===== src/rtl/core/tridiagonal_solver_defines.svh =====
// Assertion macros for the tridiagonal solver.
`ifndef TRIDIAGONAL_SOLVER_DEFINES_SVH
`define TRIDIAGONAL_SOLVER_DEFINES_SVH
`ifndef NO_ASSERTIONS
`define TDS_ASSERT(label, clk, rst_n, prop, msg) \
    label: assert property (@(posedge clk) disable iff (!rst_n) prop) else $error(msg);
`define TDS_ASSERT_NR(label, clk, prop, msg) \
    label: assert property (@(posedge clk) prop) else $error(msg);
`else
`define TDS_ASSERT(label, clk, rst_n, prop, msg)
`define TDS_ASSERT_NR(label, clk, prop, msg)
`endif
`endif


===== src/rtl/core/tds_pkg.sv =====
// ----------------------------------------------------------------------------
// tds_pkg
// Shared types and constants of the tridiagonal solver.
// ----------------------------------------------------------------------------
package tds_pkg;
    localparam int MAX_N_DEF     = 64;
    localparam int FRAC_BITS_DEF = 16;
    localparam int W             = 32;
    localparam int IDX_W         = 6;

    typedef enum logic [3:0] {
        S_IDLE, S_RD, S_MUL, S_SUM, S_DIVA, S_WAITA, S_DIVB, S_WAITB, S_WR,
        S_BRD, S_BMUL, S_BOUT
    } t_state;

    function automatic logic signed [W-1:0] sat(input logic signed [65:0] v);
        logic signed [W-1:0] r;
        if (v > 66'sh0_7FFF_FFFF) r = 32'sh7FFF_FFFF;
        else if (v < -66'sh0_8000_0000) r = 32'sh8000_0000;
        else r = v[W-1:0];
        return r;
    endfunction
endpackage


===== src/rtl/core/tds_div.sv =====
// ----------------------------------------------------------------------------
// tds_div
// Restoring divider, one quotient bit per cycle, truncation toward zero.
// ----------------------------------------------------------------------------
module tds_div #(
    parameter int FRAC_BITS = tds_pkg::FRAC_BITS_DEF
) (
    input  logic                           i_clk,
    input  logic                           i_rst_n,
    input  logic                           i_start,
    input  logic signed [tds_pkg::W:0]     i_num,
    input  logic signed [tds_pkg::W-1:0]   i_den,
    output logic                           o_done,
    output logic signed [tds_pkg::W-1:0]   o_quo
);
    localparam int NW = tds_pkg::W + 1 + FRAC_BITS;
    localparam int CW = $clog2(NW + 1);

    logic [NW-1:0] r_q;
    logic [tds_pkg::W:0] r_rem;
    logic [tds_pkg::W-1:0] r_d;
    logic r_neg;
    logic [CW-1:0] r_cnt;
    logic r_busy;
    logic r_done;
    logic [tds_pkg::W+1:0] trial;
    logic [NW-1:0] an;
    logic signed [65:0] qs;

    assign an = i_num[tds_pkg::W] ? NW'(-(NW'(i_num)) << FRAC_BITS)
                                  : NW'(NW'(i_num) << FRAC_BITS);
    assign trial = {r_rem, r_q[NW-1]} - {2'b00, r_d};
    assign qs = r_neg ? -66'(r_q) : 66'(r_q);

    always_ff @(posedge i_clk) begin
        if (!i_rst_n) begin
            r_busy <= 1'b0;
            r_done <= 1'b0;
            r_cnt  <= '0;
        end else begin
            r_done <= 1'b0;
            if (i_start) begin
                r_busy <= 1'b1;
                r_cnt  <= CW'(NW);
            end else if (r_busy) begin
                r_cnt <= r_cnt - 1'b1;
                if (r_cnt == CW'(1)) begin
                    r_busy <= 1'b0;
                    r_done <= 1'b1;
                end
            end
        end
    end

    always_ff @(posedge i_clk) begin
        if (i_start) begin
            r_q   <= an;
            r_rem <= '0;
            r_d   <= i_den[tds_pkg::W-1] ? -i_den : i_den;
            r_neg <= i_num[tds_pkg::W] ^ i_den[tds_pkg::W-1];
        end else if (r_busy) begin
            if (!trial[tds_pkg::W+1]) begin
                r_rem <= trial[tds_pkg::W:0];
                r_q   <= {r_q[NW-2:0], 1'b1};
            end else begin
                r_rem <= {r_rem[tds_pkg::W-1:0], r_q[NW-1]};
                r_q   <= {r_q[NW-2:0], 1'b0};
            end
        end
    end

    assign o_done = r_done;
    assign o_quo  = tds_pkg::sat(qs);
endmodule


===== config.mk =====
export PLATFORM = sky130hd
export DESIGN_NAME = tds_div
export DESIGN_NICKNAME = d
export VERILOG_FILES = /design/src/rtl/core/tridiagonal_solver_defines.svh /design/src/rtl/core/tds_pkg.sv /design/src/rtl/core/tds_div.sv
export SDC_FILE = /design/constraint.sdc
export NUM_CORES = 1
export LEC_CHECK = 0
export BUFFER_PORTS_ARGS = -buffer_cell sky130_fd_sc_hd__buf_4
export CAP_MARGIN = 5
export CORE_ASPECT_RATIO = 1.75
export CORE_MARGIN = 2
export CORE_UTILIZATION = 24
export CTS_BUF_LIST = sky130_fd_sc_hd__clkbuf_4 sky130_fd_sc_hd__clkbuf_8
export DETAILED_ROUTE_END_ITERATION = 16
export MAX_ROUTING_LAYER = met4
export PLACE_DENSITY_LB_ADDON = 0.12
export SYNTH_ARGS = -nofsm -noshare
export SYNTH_HDL_FRONTEND = slang
export SYNTH_SLANG_ARGS = --single-unit

===== constraint.sdc =====
create_clock -name i_clk -period 5.6 [get_ports i_clk]
set_clock_uncertainty 0.2 [all_clocks]
set_input_delay 1.12 -clock i_clk [delete_from_list [all_inputs] [get_ports i_clk]]
set_output_delay 1.12 -clock i_clk [all_outputs]
set_load 0.005 [all_outputs]

-- Word-level counts from Yosys, hierarchy flattened
Index checks and enable logic that the tools add are counted.
- flip-flop bits (word level): 123
- input port bits: 68
- output and inout port bits: 33
- word-level logic and storage cells: 38
- add/sub/neg operators: 5
- magnitude comparators: 2
- eq/ne operators: 1
- mux-type cells: 15
- bitwise gates (word level): 3
- reduce and logical (&&, ||, !) cells: 3
- operator list (operator ; number):
    two-way mux 49 bit ; 3
    > comparator 66 x 32 -> 1 bit (second input constant) ; 1
    less-than comparator 66 x 32 -> 1 bit (second input constant) ; 1
    two-way mux 66 bit ; 1
    negation 49 -> 66 bit ; 1
    two-way mux 32 bit ; 2
    subtractor 34 x 32 -> 34 bit ; 1
    two-way mux 33 bit ; 1
    negation 33 bit ; 1
    negation 32 bit ; 1
    two-way mux 31 bit ; 1
    two-way mux 6 bit ; 2
    equality test 6 x 1 -> 1 bit (second input constant) ; 1
    subtractor 6 x 1 -> 6 bit (second input constant) ; 1
    two-way mux 1 bit ; 5
    OR reduction 3 bit ; 1
    NOT 1 bit ; 2
    nonzero test 2 bit ; 1
    OR reduction 2 bit ; 1
    XOR 1 bit ; 1

-- Depth between registers and ports, before layout
Gate-level depths: netlist (run 1).
- depth after elaboration: 5
- mapped depth: 14
- depth with buffers taken out: 12

-- Worst setup path before layout (run 1)
No wires, ideal clock.
- path type: register to output
- from: register r_q[27]
- to: output o_quo[10] (netlist name)
- arrival: 3673 ps
- slack: 607 ps
- cell stages (with the launch flop): 13
- buffers on the path: 3
- cell sequence: edfxtp_1 > or4_1 > or4b_4 > or2_1 > buf_6 > buf_6 > o31a_1 > xnor2_1 > nand2_1 > or4_4 > o41ai_4 > buf_6 > o21ai_2
- word-level cells in the longest chain between the ends: 5
- ends and longest elaborated chain (what ; line ; source):
    start: declaration ; tds_div.sv:19 ; logic [NW-1:0] r_q;
    start signal: assignment ; tds_div.sv:57 ; r_q <= an;
    start signal: assignment ; tds_div.sv:64 ; r_q <= {r_q[NW-2:0], 1'b1};
    start signal: assignment ; tds_div.sv:67 ; r_q <= {r_q[NW-2:0], 1'b0};
    negation 49 -> 66 bit ; tds_div.sv:33 ; assign qs = r_neg ? -66'(r_q) : 66'(r_q);
    two-way mux 66 bit (*) ; tds_div.sv:33 ;
    less-than comparator 66 x 32 -> 1 bit ; tds_pkg.sv:19 ; else if (v < -66'sh0_8000_0000) r = 32'sh8000_0000;
    two-way mux 32 bit ; tds_pkg.sv:19 ;
    two-way mux 32 bit (*) ; tds_pkg.sv:18 ; if (v > 66'sh0_7FFF_FFFF) r = 32'sh7FFF_FFFF;
    end: declaration ; tds_div.sv:14 ; output logic signed [tds_pkg::W-1:0] o_quo
Every way passes the cells marked *; elsewhere a longest branch is shown, timed or not.

-- Worst setup path in the final report (run 1)
- from: register r_q[18]
- to: output o_quo[0] (netlist name)
The elaborated chain is that of the path after synthesis.

==> out/metrics.cfg, run 1 <==
[outcome]
status=complete, but fails checks
violations=negative setup slack

[sta]
hold_violations=0
finalWorstSetupSlack_ns=-0.165
tightest_slew_ns=1.20
rsz0062_at_grt=yes
final-max-slew-violation-count=0
min_period_over_period_pct=103
fin_crit_ns=5.77
max_freq_mhz=173
finalSetupViolations=31
relSlewSlack_pct=19.7

[die]
core-area_mm2=0.0399
ios=101
fp.dieArea_mm2=0.0422
row_count=97
initial_utilization_pct=24.3
die_w_um=156
fp.dieH_um=270

[yosys]
synth_edf_count=82
synthXorXnorAreaFrac_pct=11.7
netlist_area_mm2=0.00971
ys.flop_type=edfxtp_1
synthArstFlopShare_pct=0
yosys_warnings=0
synth_mux_area_share_pct=2.18
synth-simple-area-share_pct=19.8
synth_adder_area_share_pct=4.97
synthCells=1119
netlist_top_cells_area=edfxtp_1, dfxtp_1, xnor2_1, xor2_1, ha_1
synth_top_family_by_area=compound AO/OA/AOI/OAI gates
synth_compound_area_share_pct=22.6
ys_seq_area_share_pct=33.8
syn-mean-instance-area_um2=8.68
yosysTopAreaCell=edfxtp_1
synthDominantCellAreaShare_pct=25.4
ys_types=73
synth_nets=1225
synth_seq_cells=123

[final_layout]
fin_cells=1744
syn2layout_area_growth_pct=22.5
layout_common_cells=buf_4, nor2_1, edfxtp_1
multiInputGateArea_mm2=0.00605
nNetsFinal=1341
layout_commonest_cell=buf_4
regArea_mm2=0.00328
utilization_pct=29.8
drive_gt1_share_pct=20.3
fillers=4253

[global_route]
grt_antenna_before_repair=1
grt_pass1_vias=9068
grt_max_degree=51
grt_usage_pct=16.7
grt_overflow=0
grt_pass1_wl_mm=52.3

[setup_path]
crit_required_ns=4.28
worstSetupPathType=flop to primary output
worstSetupStartpointType=flop
cp_data_arrival_time_ns=4.45
crit_path_end_kind=primary output
worstPathMaxFanout=8

[detailed_routing]
wl_per_cell_um=19.3
drc=0
ant_nets=0
dr.pass1.iters=4
drtIter0Drc=348
vias_per_cell=5.07
routed_wl_mm=33.7
vias=8846

[power_and_ir_drop]
power_leakage_nw=4.48
power_density_mw_per_mm2=242
vdd_ir_drop_max_mv=0.132

[placed_design]
gp_congestion=0.872
dpl.hpwl_mm=25.1
placed_cells=1688
port_buffers=100

[clocking]
clk_latency_ns=0.47
cts_buffer_depth=2
cts_inserted_buffers=17
cts.sinks=123
cts_max_level=4
cts.clk_slew.worst_paths_ns=0.08
tritoncts=built
postCtsHoldBufs=0
cts-root-buf=clkbuf_8

[job]
max_cap_viol_count=0

[worst_hold_path]
hp-class=flop to flop

==> flip-flops by register name, indices dropped and copies added (netlist names) <==
name and cells:
r_neg 1, r_busy 1, r_q 49, r_rem 33, r_d 32, r_cnt 6, o_done 1
==> metal layers <==
layer | routed length, um | vias to the layer above | track usage (%)
met2 | 19900 | 156 | 33.3
met3 | 740 | 56 | 2.02
met4 | 1130 | 0 | 6.35
li1 | - | 4392 | -
met1 | 11900 | 4242 | 15.8
met5 | 0 | - | -
==> final cells by class <==
| type | count | share of cell area (%) |
|---|---|---|
| tap | 495 | 5.21 |
| clock inverter | 14 | 1.09 |
| multi-input combinational | 878 | 50.8 |
| clock buffer | 18 | 2.03 |
| sequential | 123 | 27.6 |
| timing repair buffer | 155 | 11.3 |
| antenna | 1 | 0.0210 |
| inverter | 60 | 1.89 |
==> worst max-delay path: stages, from the launching register on <==
cell,delay [ns]
edfxtp_1,0.39
or4_4,0.58
or4b_4,0.52
or2_4,0.29
buf_12,0.14
buf_8,0.12
o41ai_4,0.30
xor2_1,0.24
nand2_1,0.07
or4_4,0.43
o41ai_4,0.22
buf_6,0.15
buf_6,0.13
clkbuf_16,0.16
o21ai_1,0.07
buf_4,0.13
==> cell families (layout without fill, tap and decap cells) <==
kind of cell | Yosys count | in the layout
AO/OA/AOI/OAI | 315 | 315
XOR/XNOR | 130 | 130
adder cells (fa/ha/maj) | 38 | 38
buffers and inverters | 118 | 247
flip-flops | 123 | 123
multiplexers | 19 | 19
other | 0 | 1
AND/OR/NAND/NOR | 376 | 376
==> what timing repair did <==
item | 4_1_cts | 5_1_grt
setup endpoints to repair | 31 | 31
gates resized for setup | 18 | 10
buffers inserted | 15 | 3
pin swaps | 3 | 1
gates cloned | 4 | 1
==> power by group <==
part / switching [mW] / internal, mW / leakage [nW]
logic: 0.516 / 0.416 / 3.14
registers: 0.0832 / 1.07 / 1.16
clock network: 0.398 / 0.391 / 0.182
total: 0.997 / 1.88 / 4.48
==> path summary, 6_finish.rpt <==
check | slack [ns] | cells past startpoint | endpoint | startpoint
min | 0.30 | 2 | r_cnt[1] | r_cnt[1]
max reg2reg | 1.45 | 11 | r_rem[30] | r_q[48]
max | -0.17 | 15 | o_quo[0] | r_q[18]
min reg2reg | 0.30 | 2 | r_cnt[1] | r_cnt[1]
==> synthesized netlist by cell type (7+ instances only) <==
library cell,instances
a211oi_1,8
a21o_1,11
a21oi_1,55
a311oi_1,16
a31oi_1,12
buf_1,7
clkbuf_1,44
dfxtp_1,41
edfxtp_1,82
ha_1,37
inv_1,60
mux2_2,17
nand2_1,77
nand2b_1,14
nand3_1,38
nand3b_1,8
nand4_1,11
nor2_1,88
nor2b_1,20
nor3_1,34
nor4_1,19
o211ai_1,8
o21a_1,13
o21ai_0,70
o21ai_1,10
o21ai_2,20
o31ai_1,28
o41ai_1,12
or2_2,7
or3_1,20
or4_1,17
xnor2_1,67
xor2_1,63
==> through the flow <==
stage / power, mW / TNS, ns / cell area [um^2] / hold WS (ns) / setup WS, ns
2_1_floorplan: 1.72 / 0 / 9710 / 0.248 / 0.607
3_3_place_gp: 2.05 / 0 / 11100 / 0.283 / 0.142
5_1_grt: 3.06 / -11.13 / 11900 / 0.327 / -0.398
3_5_place_dp: 2.05 / 0 / 11100 / 0.291 / 0.115
4_1_cts: 2.91 / -4.79 / 11800 / 0.299 / -0.179
6_report: 2.88 / -3.87 / 11900 / 0.299 / -0.165
Power figures use the tool's default switching activity.
==> inputs of run 2 (changes only) <==
Settings changed: ABC_AREA from default to 1.
==> out/metrics.cfg, run 2 <==
[outcome]
status=finished clean  ; was complete, but fails checks

[yosys]
yosys_warnings=0  ; unchanged
synthDominantCellAreaShare_pct=23.8  ; was 25.4%
synth.most_common_cell=nand2_1  ; was nor2_1
netlist_top_cells_area=edfxtp_1, nand2_1, dfxtp_1, nor2_1, inv_1  ; was edfxtp_1, dfxtp_1, xnor2_1, xor2_1, ha_1
synthTopCellsByCount=nand2_1, nor2_1, inv_1, o21ai_0, nand3_1  ; was nor2_1, edfxtp_1, nand2_1, o21ai_0, xnor2_1
synthArstFlopShare_pct=0  ; unchanged
ys_types=44  ; was 73
synth_nets=1641  ; was 1,225
ys_seq_area_share_pct=31.7  ; was 33.8%
synth_seq_cells=123  ; unchanged
synthCells=1535  ; was 1,119
netlist_area_mm2=0.0103  ; was 0.00971 mm^2
syn-mean-instance-area_um2=6.74  ; was 8.68 um^2
yosysTopAreaCell=edfxtp_1  ; unchanged
ys.flop_type=edfxtp_1  ; unchanged
synth_edf_count=82  ; unchanged

[clocking]
cts.sinks=123  ; unchanged
post_cts_resized=0  ; was 18
postCtsHoldBufs=0  ; unchanged
cts_buffer_depth=2  ; unchanged
cts.clk_slew.worst_paths_ns=0.10  ; was 0.08 ns
clk_latency_ns=0.49  ; was 0.47 ns
post_cts_buffers=0  ; was 15
cts_max_level=4  ; unchanged
cts_inserted_buffers=17  ; unchanged
tritoncts=built  ; unchanged
cts-root-buf=clkbuf_8  ; unchanged

[placed_design]
port_buffers=100  ; unchanged
gp_congestion=0.896  ; was 0.872
placed_cells=2162  ; was 1,688
dpl.hpwl_mm=30.4  ; was 25.1 mm
post-place-ws_ns=1.21  ; was 0.115 ns

[sta]
min_period_over_period_pct=85.8  ; was 103%
fin_crit_ns=4.80  ; was 5.77 ns
max_freq_mhz=208  ; was 173 MHz
rsz0062_at_grt=no  ; was yes
finalSetupViolations=0  ; was 31
final-max-slew-violation-count=0  ; unchanged
finalWorstSetupSlack_ns=0.796  ; was -0.165 ns
tightest_slew_ns=0.853  ; was 1.20 ns
relSlewSlack_pct=43.0  ; was 19.7%
fin_tns_setup_ns=0  ; was -3.87 ns
hold_violations=0  ; unchanged

[die]
fp.dieH_um=279  ; was 270 um
ios=101  ; unchanged
die_w_um=161  ; was 156 um
initial_utilization_pct=24.3  ; about the same
row_count=100  ; was 97
fp.dieArea_mm2=0.0448  ; was 0.0422 mm^2
core-area_mm2=0.0425  ; was 0.0399 mm^2

[detailed_routing]
routed_wl_mm=37.4  ; was 33.7 mm
wl_per_cell_um=17.1  ; was 19.3 um
vias=9996  ; was 8,846
ant_nets=0  ; unchanged
dr.pass1.iters=5  ; was 4
drtIter0Drc=514  ; was 348
drc=0  ; unchanged
vias_per_cell=4.55  ; was 5.07

[setup_path]
cpMostUsedCell=nand2_1
crit_path_end_kind=primary output  ; unchanged
cp_data_arrival_time_ns=3.48  ; was 4.45 ns
path_buf_inv=2  ; was 6
worstSetupStartpointType=flop  ; unchanged
crit_required_ns=4.28  ; about the same
regToRegSetupSlack_ns=2.31  ; was 1.45 ns
r2r_end=r_rem[26]  ; was r_rem[30]
cpMaxStageDelayCell=nor3b_1  ; was or4_4
critPathMaxStageDelay_ns=0.48  ; was 0.58 ns
worstSetupPathType=flop to primary output  ; unchanged
worstRegToRegCells=11  ; unchanged
r2r-start=r_d[28]  ; was r_q[48]
worstPathCellList=inv_1 -> ha_1 -> nand2_1 -> nor2_1 -> nand3_1 -> nand2_2 -> nand2_1 -> xor2_1 -> nor3b_1 -> nand3_2 -> nand2_4 -> nand2_1 -> buf_4  ; was or4_4 -> or4b_4 -> or2_4 -> buf_12 -> buf_8 -> o41ai_4 -> xor2_1 -> nand2_1 -> or4_4 -> o41ai_4 -> buf_6 -> buf_6 -> clkbuf_16 -> o21ai_1 -> buf_4
worstPathMaxFanout=31  ; was 8
crit_family=simple AND/OR/NAND/NOR gates  ; unchanged

[power_and_ir_drop]
power_leakage_nw=5.32  ; was 4.48 nW
power_frac_clock_pct=27.1  ; was 27.5%
finalPower_mw=3.30  ; was 2.88 mW
seq_power_share_pct=35.9  ; was 40.1%
power_density_mw_per_mm2=274  ; was 242 mW/mm^2
p_int_mw=1.97  ; was 1.88 mW
switching_share_pct=40.3  ; was 34.7%
vdd_ir_drop_max_mv=0.127  ; was 0.132 mV
switching_power_mw=1.33  ; was 997 uW
combPwrFrac_pct=37.0  ; was 32.4%

[final_layout]
top_regs=r_q: 49 flops, r_rem: 33 flops, r_d: 32 flops  ; unchanged
nNetsFinal=1726  ; was 1,341
syn2layout_area_growth_pct=16.3  ; was 22.5%
layout_common_cells=nand2_1, nor2_1, inv_1  ; was buf_4, nor2_1, edfxtp_1
fillers=4823  ; was 4,253
drive_gt1_share_pct=11.0  ; was 20.3%
layout_commonest_cell=nand2_1  ; was buf_4
regMostFlops=r_q  ; unchanged
largest_register_ffs=49  ; unchanged
utilization_pct=28.3  ; was 29.8%
fin_cells=2195  ; was 1,744

[global_route]
grt_max_degree=49  ; was 51
grt_antenna_before_repair=1  ; unchanged
grt_overflow=0  ; unchanged
grt_usage_pct=17.5  ; was 16.7%
grt_pass1_wl_mm=57.9  ; was 52.3 mm
grt_pass1_vias=10464  ; was 9,068

[worst_hold_path]
hold_path.startpoint=r_rem[21]  ; was r_cnt[1]
whs_endpoint=r_rem[21]  ; was r_cnt[1]
hp-class=flop to flop  ; unchanged
hold_path_depth=2  ; unchanged

[job]
max_cap_viol_count=0  ; unchanged

## run 2: changes by cell type in the layout (fill, tap and decap cells not counted), sizes merged, moves of 20 or more
cell and change:
nand2 +332, inv +150, nor2 +127, nand3 +76
buf -49, xnor2 -28, o21ai +27, o31ai -24
nor2b -20, or3 -20
## run 2: cell families after synthesis
| group | share of synthesized area [%] |
|---|---|
| flops | 31.7 |
| fa+ha+maj | 4.67 |
| buf+inv | 9.80 |
| simple gates | 33.1 |
| compound gates | 11.4 |
| xor+xnor | 9.23 |
## run 2: power groups by stage
stage / logic, mW / clock network, mW / registers (mW)
detailed placement: 1.24 / 0 / 1.21
global route: 1.39 / 0.962 / 1.20
floorplan: 0.870 / 0 / 1.17
finish: 1.22 / 0.895 / 1.19
CTS: 1.25 / 0.934 / 1.19
global placement: 1.24 / 0 / 1.21
## run 2: per-stage QoR
| step | area [um^2] | hold slack (ns) |
|---|---|---|
| after floorplan | 10300 | 0.255 |
| after global placement | 11600 | 0.272 |
| after detailed placement | 11600 | 0.275 |
| after CTS | 12000 | 0.291 |
| after global routing | 12000 | 0.307 |
| final | 12000 | 0.287 |
## run 2: worst max-delay path by stage
stage                     startpoint   endpoint  slack [ns]  cells after the start
after floorplan              i_start     r_q[0]        1.89                      4
after global placement        r_q[0]   o_quo[1]        1.20                     13
final                         r_q[0]   o_quo[1]        0.80                     13
after global routing          r_q[0]  o_quo[28]        0.53                     13
after CTS                     r_q[0]  o_quo[16]        0.62                     13
after detailed placement      r_q[0]  o_quo[16]        1.21                     13
## run 2: cell type report
| cell class | instances | area (um^2) | share of cell area [%] |
|---|---|---|---|
| Multi-Input combinational cell | 1167 | 6050 | 50.3 |
| Clock buffer | 17 | 234 | 1.94 |
| Antenna cell | 1 | 2.50 | 0.0208 |
| Sequential cell | 123 | 3280 | 27.3 |
| Clock inverter | 15 | 184 | 1.53 |
| Timing Repair Buffer | 105 | 801 | 6.66 |
| Tap cell | 561 | 702 | 5.83 |
| Inverter | 206 | 773 | 6.43 |
## run 2: per-layer routing
metal	vias to the layer above	global-route usage [%]	wire length (um)
met4	0	7.65	1510
met5	-	-	0
li1	5135	-	-
met1	4626	15.2	12700
met2	171	36.3	22400
met3	64	1.97	844
## run 2: worst min-delay path, cell delays in order, from the launching register on
cell,delay (ns)
dfxtp_1,0.32
inv_1,0.06
o21ai_1,0.06
==> inputs of run 3 (changes only) <==
--- a/config.mk
+++ b/config.mk
@@ -16,4 +16,5 @@
 export MAX_ROUTING_LAYER = met4
 export PLACE_DENSITY_LB_ADDON = 0.12
+export SLEW_MARGIN = 0
 export SYNTH_ARGS = -nofsm -noshare
 export SYNTH_HDL_FRONTEND = slang
==> constraint.sdc (replaced) <==
create_clock -name i_clk -period 5.6 [get_ports i_clk]
set_clock_uncertainty 0.2 [all_clocks]
set_input_delay 0.56 -clock i_clk [delete_from_list [all_inputs] [get_ports i_clk]]
set_output_delay 0.56 -clock i_clk [all_outputs]
set_load 0.005 [all_outputs]
==> out/metrics.cfg, run 3 (synthesized netlist as in run 2, its figures left out) <==
[power_and_ir_drop]
power_density_mw_per_mm2=267  ; was 274 mW/mm^2
power_leakage_nw=5.29  ; was 5.32 nW
vdd_ir_drop_max_mv=0.111  ; was 0.127 mV
finalPower_mw=3.19  ; was 3.30 mW

[clocking]
post_cts_buffers=0  ; unchanged
cts.clk_slew.worst_paths_ns=0.08  ; was 0.10 ns
cts.sinks=123  ; unchanged
clk_latency_ns=0.49  ; about the same
cts_max_level=4  ; unchanged
cts_buffer_depth=2  ; unchanged
cts-root-buf=clkbuf_8  ; unchanged
tritoncts=built  ; unchanged
post_cts_resized=0  ; unchanged
cts_inserted_buffers=17  ; unchanged
postCtsHoldBufs=0  ; unchanged

[final_layout]
layout_commonest_cell=nand2_1  ; unchanged
layout_common_cells=nand2_1, nor2_1, inv_1  ; unchanged
top_regs=r_q: 49 flops, r_rem: 33 flops, r_d: 32 flops  ; unchanged
drive_gt1_share_pct=11.0  ; about the same
final_area_mm2=0.0120  ; about the same
nNetsFinal=1725  ; was 1,726
syn2layout_area_growth_pct=15.8  ; was 16.3%
largest_register_ffs=49  ; unchanged
utilization_pct=28.1  ; was 28.3%
regMostFlops=r_q  ; unchanged

[detailed_routing]
drtIter0Drc=468  ; was 514
vias_per_cell=4.54  ; was 4.55
ant_nets=0  ; unchanged
drc=0  ; unchanged
dr.pass1.iters=5  ; unchanged
vias=9970  ; was 9,996
wl_per_cell_um=17.2  ; was 17.1 um
routed_wl_mm=37.7  ; was 37.4 mm

[sta]
min_period_over_period_pct=74.6  ; was 85.8%
finalSetupViolations=0  ; unchanged
rsz0062_at_grt=no  ; unchanged
fin_tns_setup_ns=0  ; unchanged
max_freq_mhz=239  ; was 208 MHz
fin_crit_ns=4.18  ; was 4.80 ns
hold_violations=0  ; unchanged
final-max-slew-violation-count=0  ; unchanged
relSlewSlack_pct=29.5  ; was 43.0%
tightest_slew_ns=1.06  ; was 0.853 ns

[setup_path]
crit_required_ns=4.84  ; was 4.28 ns
crit_path_end_kind=primary output  ; unchanged
worstSetupPathType=flop to primary output  ; unchanged
cp_data_arrival_time_ns=3.42  ; was 3.48 ns
worstPathMaxFanout=31  ; unchanged
worstSetupStartpointType=flop  ; unchanged

[global_route]
grt_pass1_wl_mm=57.9  ; about the same
grt_antenna_before_repair=1  ; unchanged
globalRouteMet2Util_pct=36.7  ; was 36.3%
gr-usage-met3_pct=2.09  ; was 1.97%
grt_usage_pct=17.6  ; was 17.5%
grt-busiest-layer=met2  ; unchanged
gr-usage-met1_pct=14.7  ; was 15.2%
grt_overflow=0  ; unchanged
grt_max_degree=53  ; was 49
grt_pass1_vias=10317  ; was 10,464

[placed_design]
place_area_mm2=0.0116  ; about the same
dpl.hpwl_mm=30.9  ; was 30.4 mm
port_buffers=100  ; unchanged
gp_congestion=0.889  ; was 0.896

[die]
row_count=100  ; unchanged
fp.dieArea_mm2=0.0448  ; unchanged
die_w_um=161  ; unchanged
ios=101  ; unchanged
core-area_mm2=0.0425  ; unchanged
initial_utilization_pct=24.3  ; unchanged
fp.dieH_um=279  ; unchanged

[worst_hold_path]
hp-class=primary input to flop  ; was flop to flop

[job]
max_cap_viol_count=0  ; unchanged

[outcome]
status=finished clean  ; unchanged

run 3: area by class of cell:
type                    instances  area [um^2]
repair buffers                104          793
flip-flops and latches        123         3280
diodes                          1         2.50
clock buffers                  18          241
fillers                      4907        30600
well taps                     561          702
clock inverters                14          123
multi-input cells            1167         6050
inverters                     206          773
run 3: path summary, 6_finish.rpt:
kind	from	end	slack, ns	depth (start not counted)
max	r_neg	o_quo[3]	1.42	10
min	i_den[0]	r_d[0]	0.07	1
max reg2reg	r_d[28]	r_rem[26]	2.36	11
min reg2reg	r_cnt[5]	r_cnt[5]	0.28	2
run 3: worst max-delay path, stage by stage (launching register included):
cell,delay [ns]
edfxtp_1,1.05
clkinv_1,0.56
o21ai_0,0.30
nand2_1,0.09
nor2_1,0.09
nand2_1,0.07
nor3_2,0.12
nand3_2,0.10
nand2_4,0.29
nand2_1,0.11
buf_4,0.15
run 3: layer usage:
metal,up-vias,share of wire [%]
li1,5131,-
met1,4587,33
met2,182,60
met3,70,2.0
met4,0,4.9
met5,-,0
run 3: stage by stage:
step | worst slack (ns) | hold WS [ns] | cells
final | 1.42 | 0.0750 | 2194
after global placement | 1.98 | 0.273 | 2161
after CTS | 1.37 | 0.0282 | 2193
after floorplan | 2.45 | 0.255 | 1535
after detailed placement | 1.93 | 0.274 | 2161
after global routing | 1.09 | 0.0397 | 2194
run 3: where the power goes:
group / leakage, nW / total, mW / internal [mW] / switching (mW)
sequential: 1.17 / 1.19 / 1.09 / 0.0959
clock: 0.175 / 0.787 / 0.354 / 0.433
combinational: 3.94 / 1.22 / 0.432 / 0.787
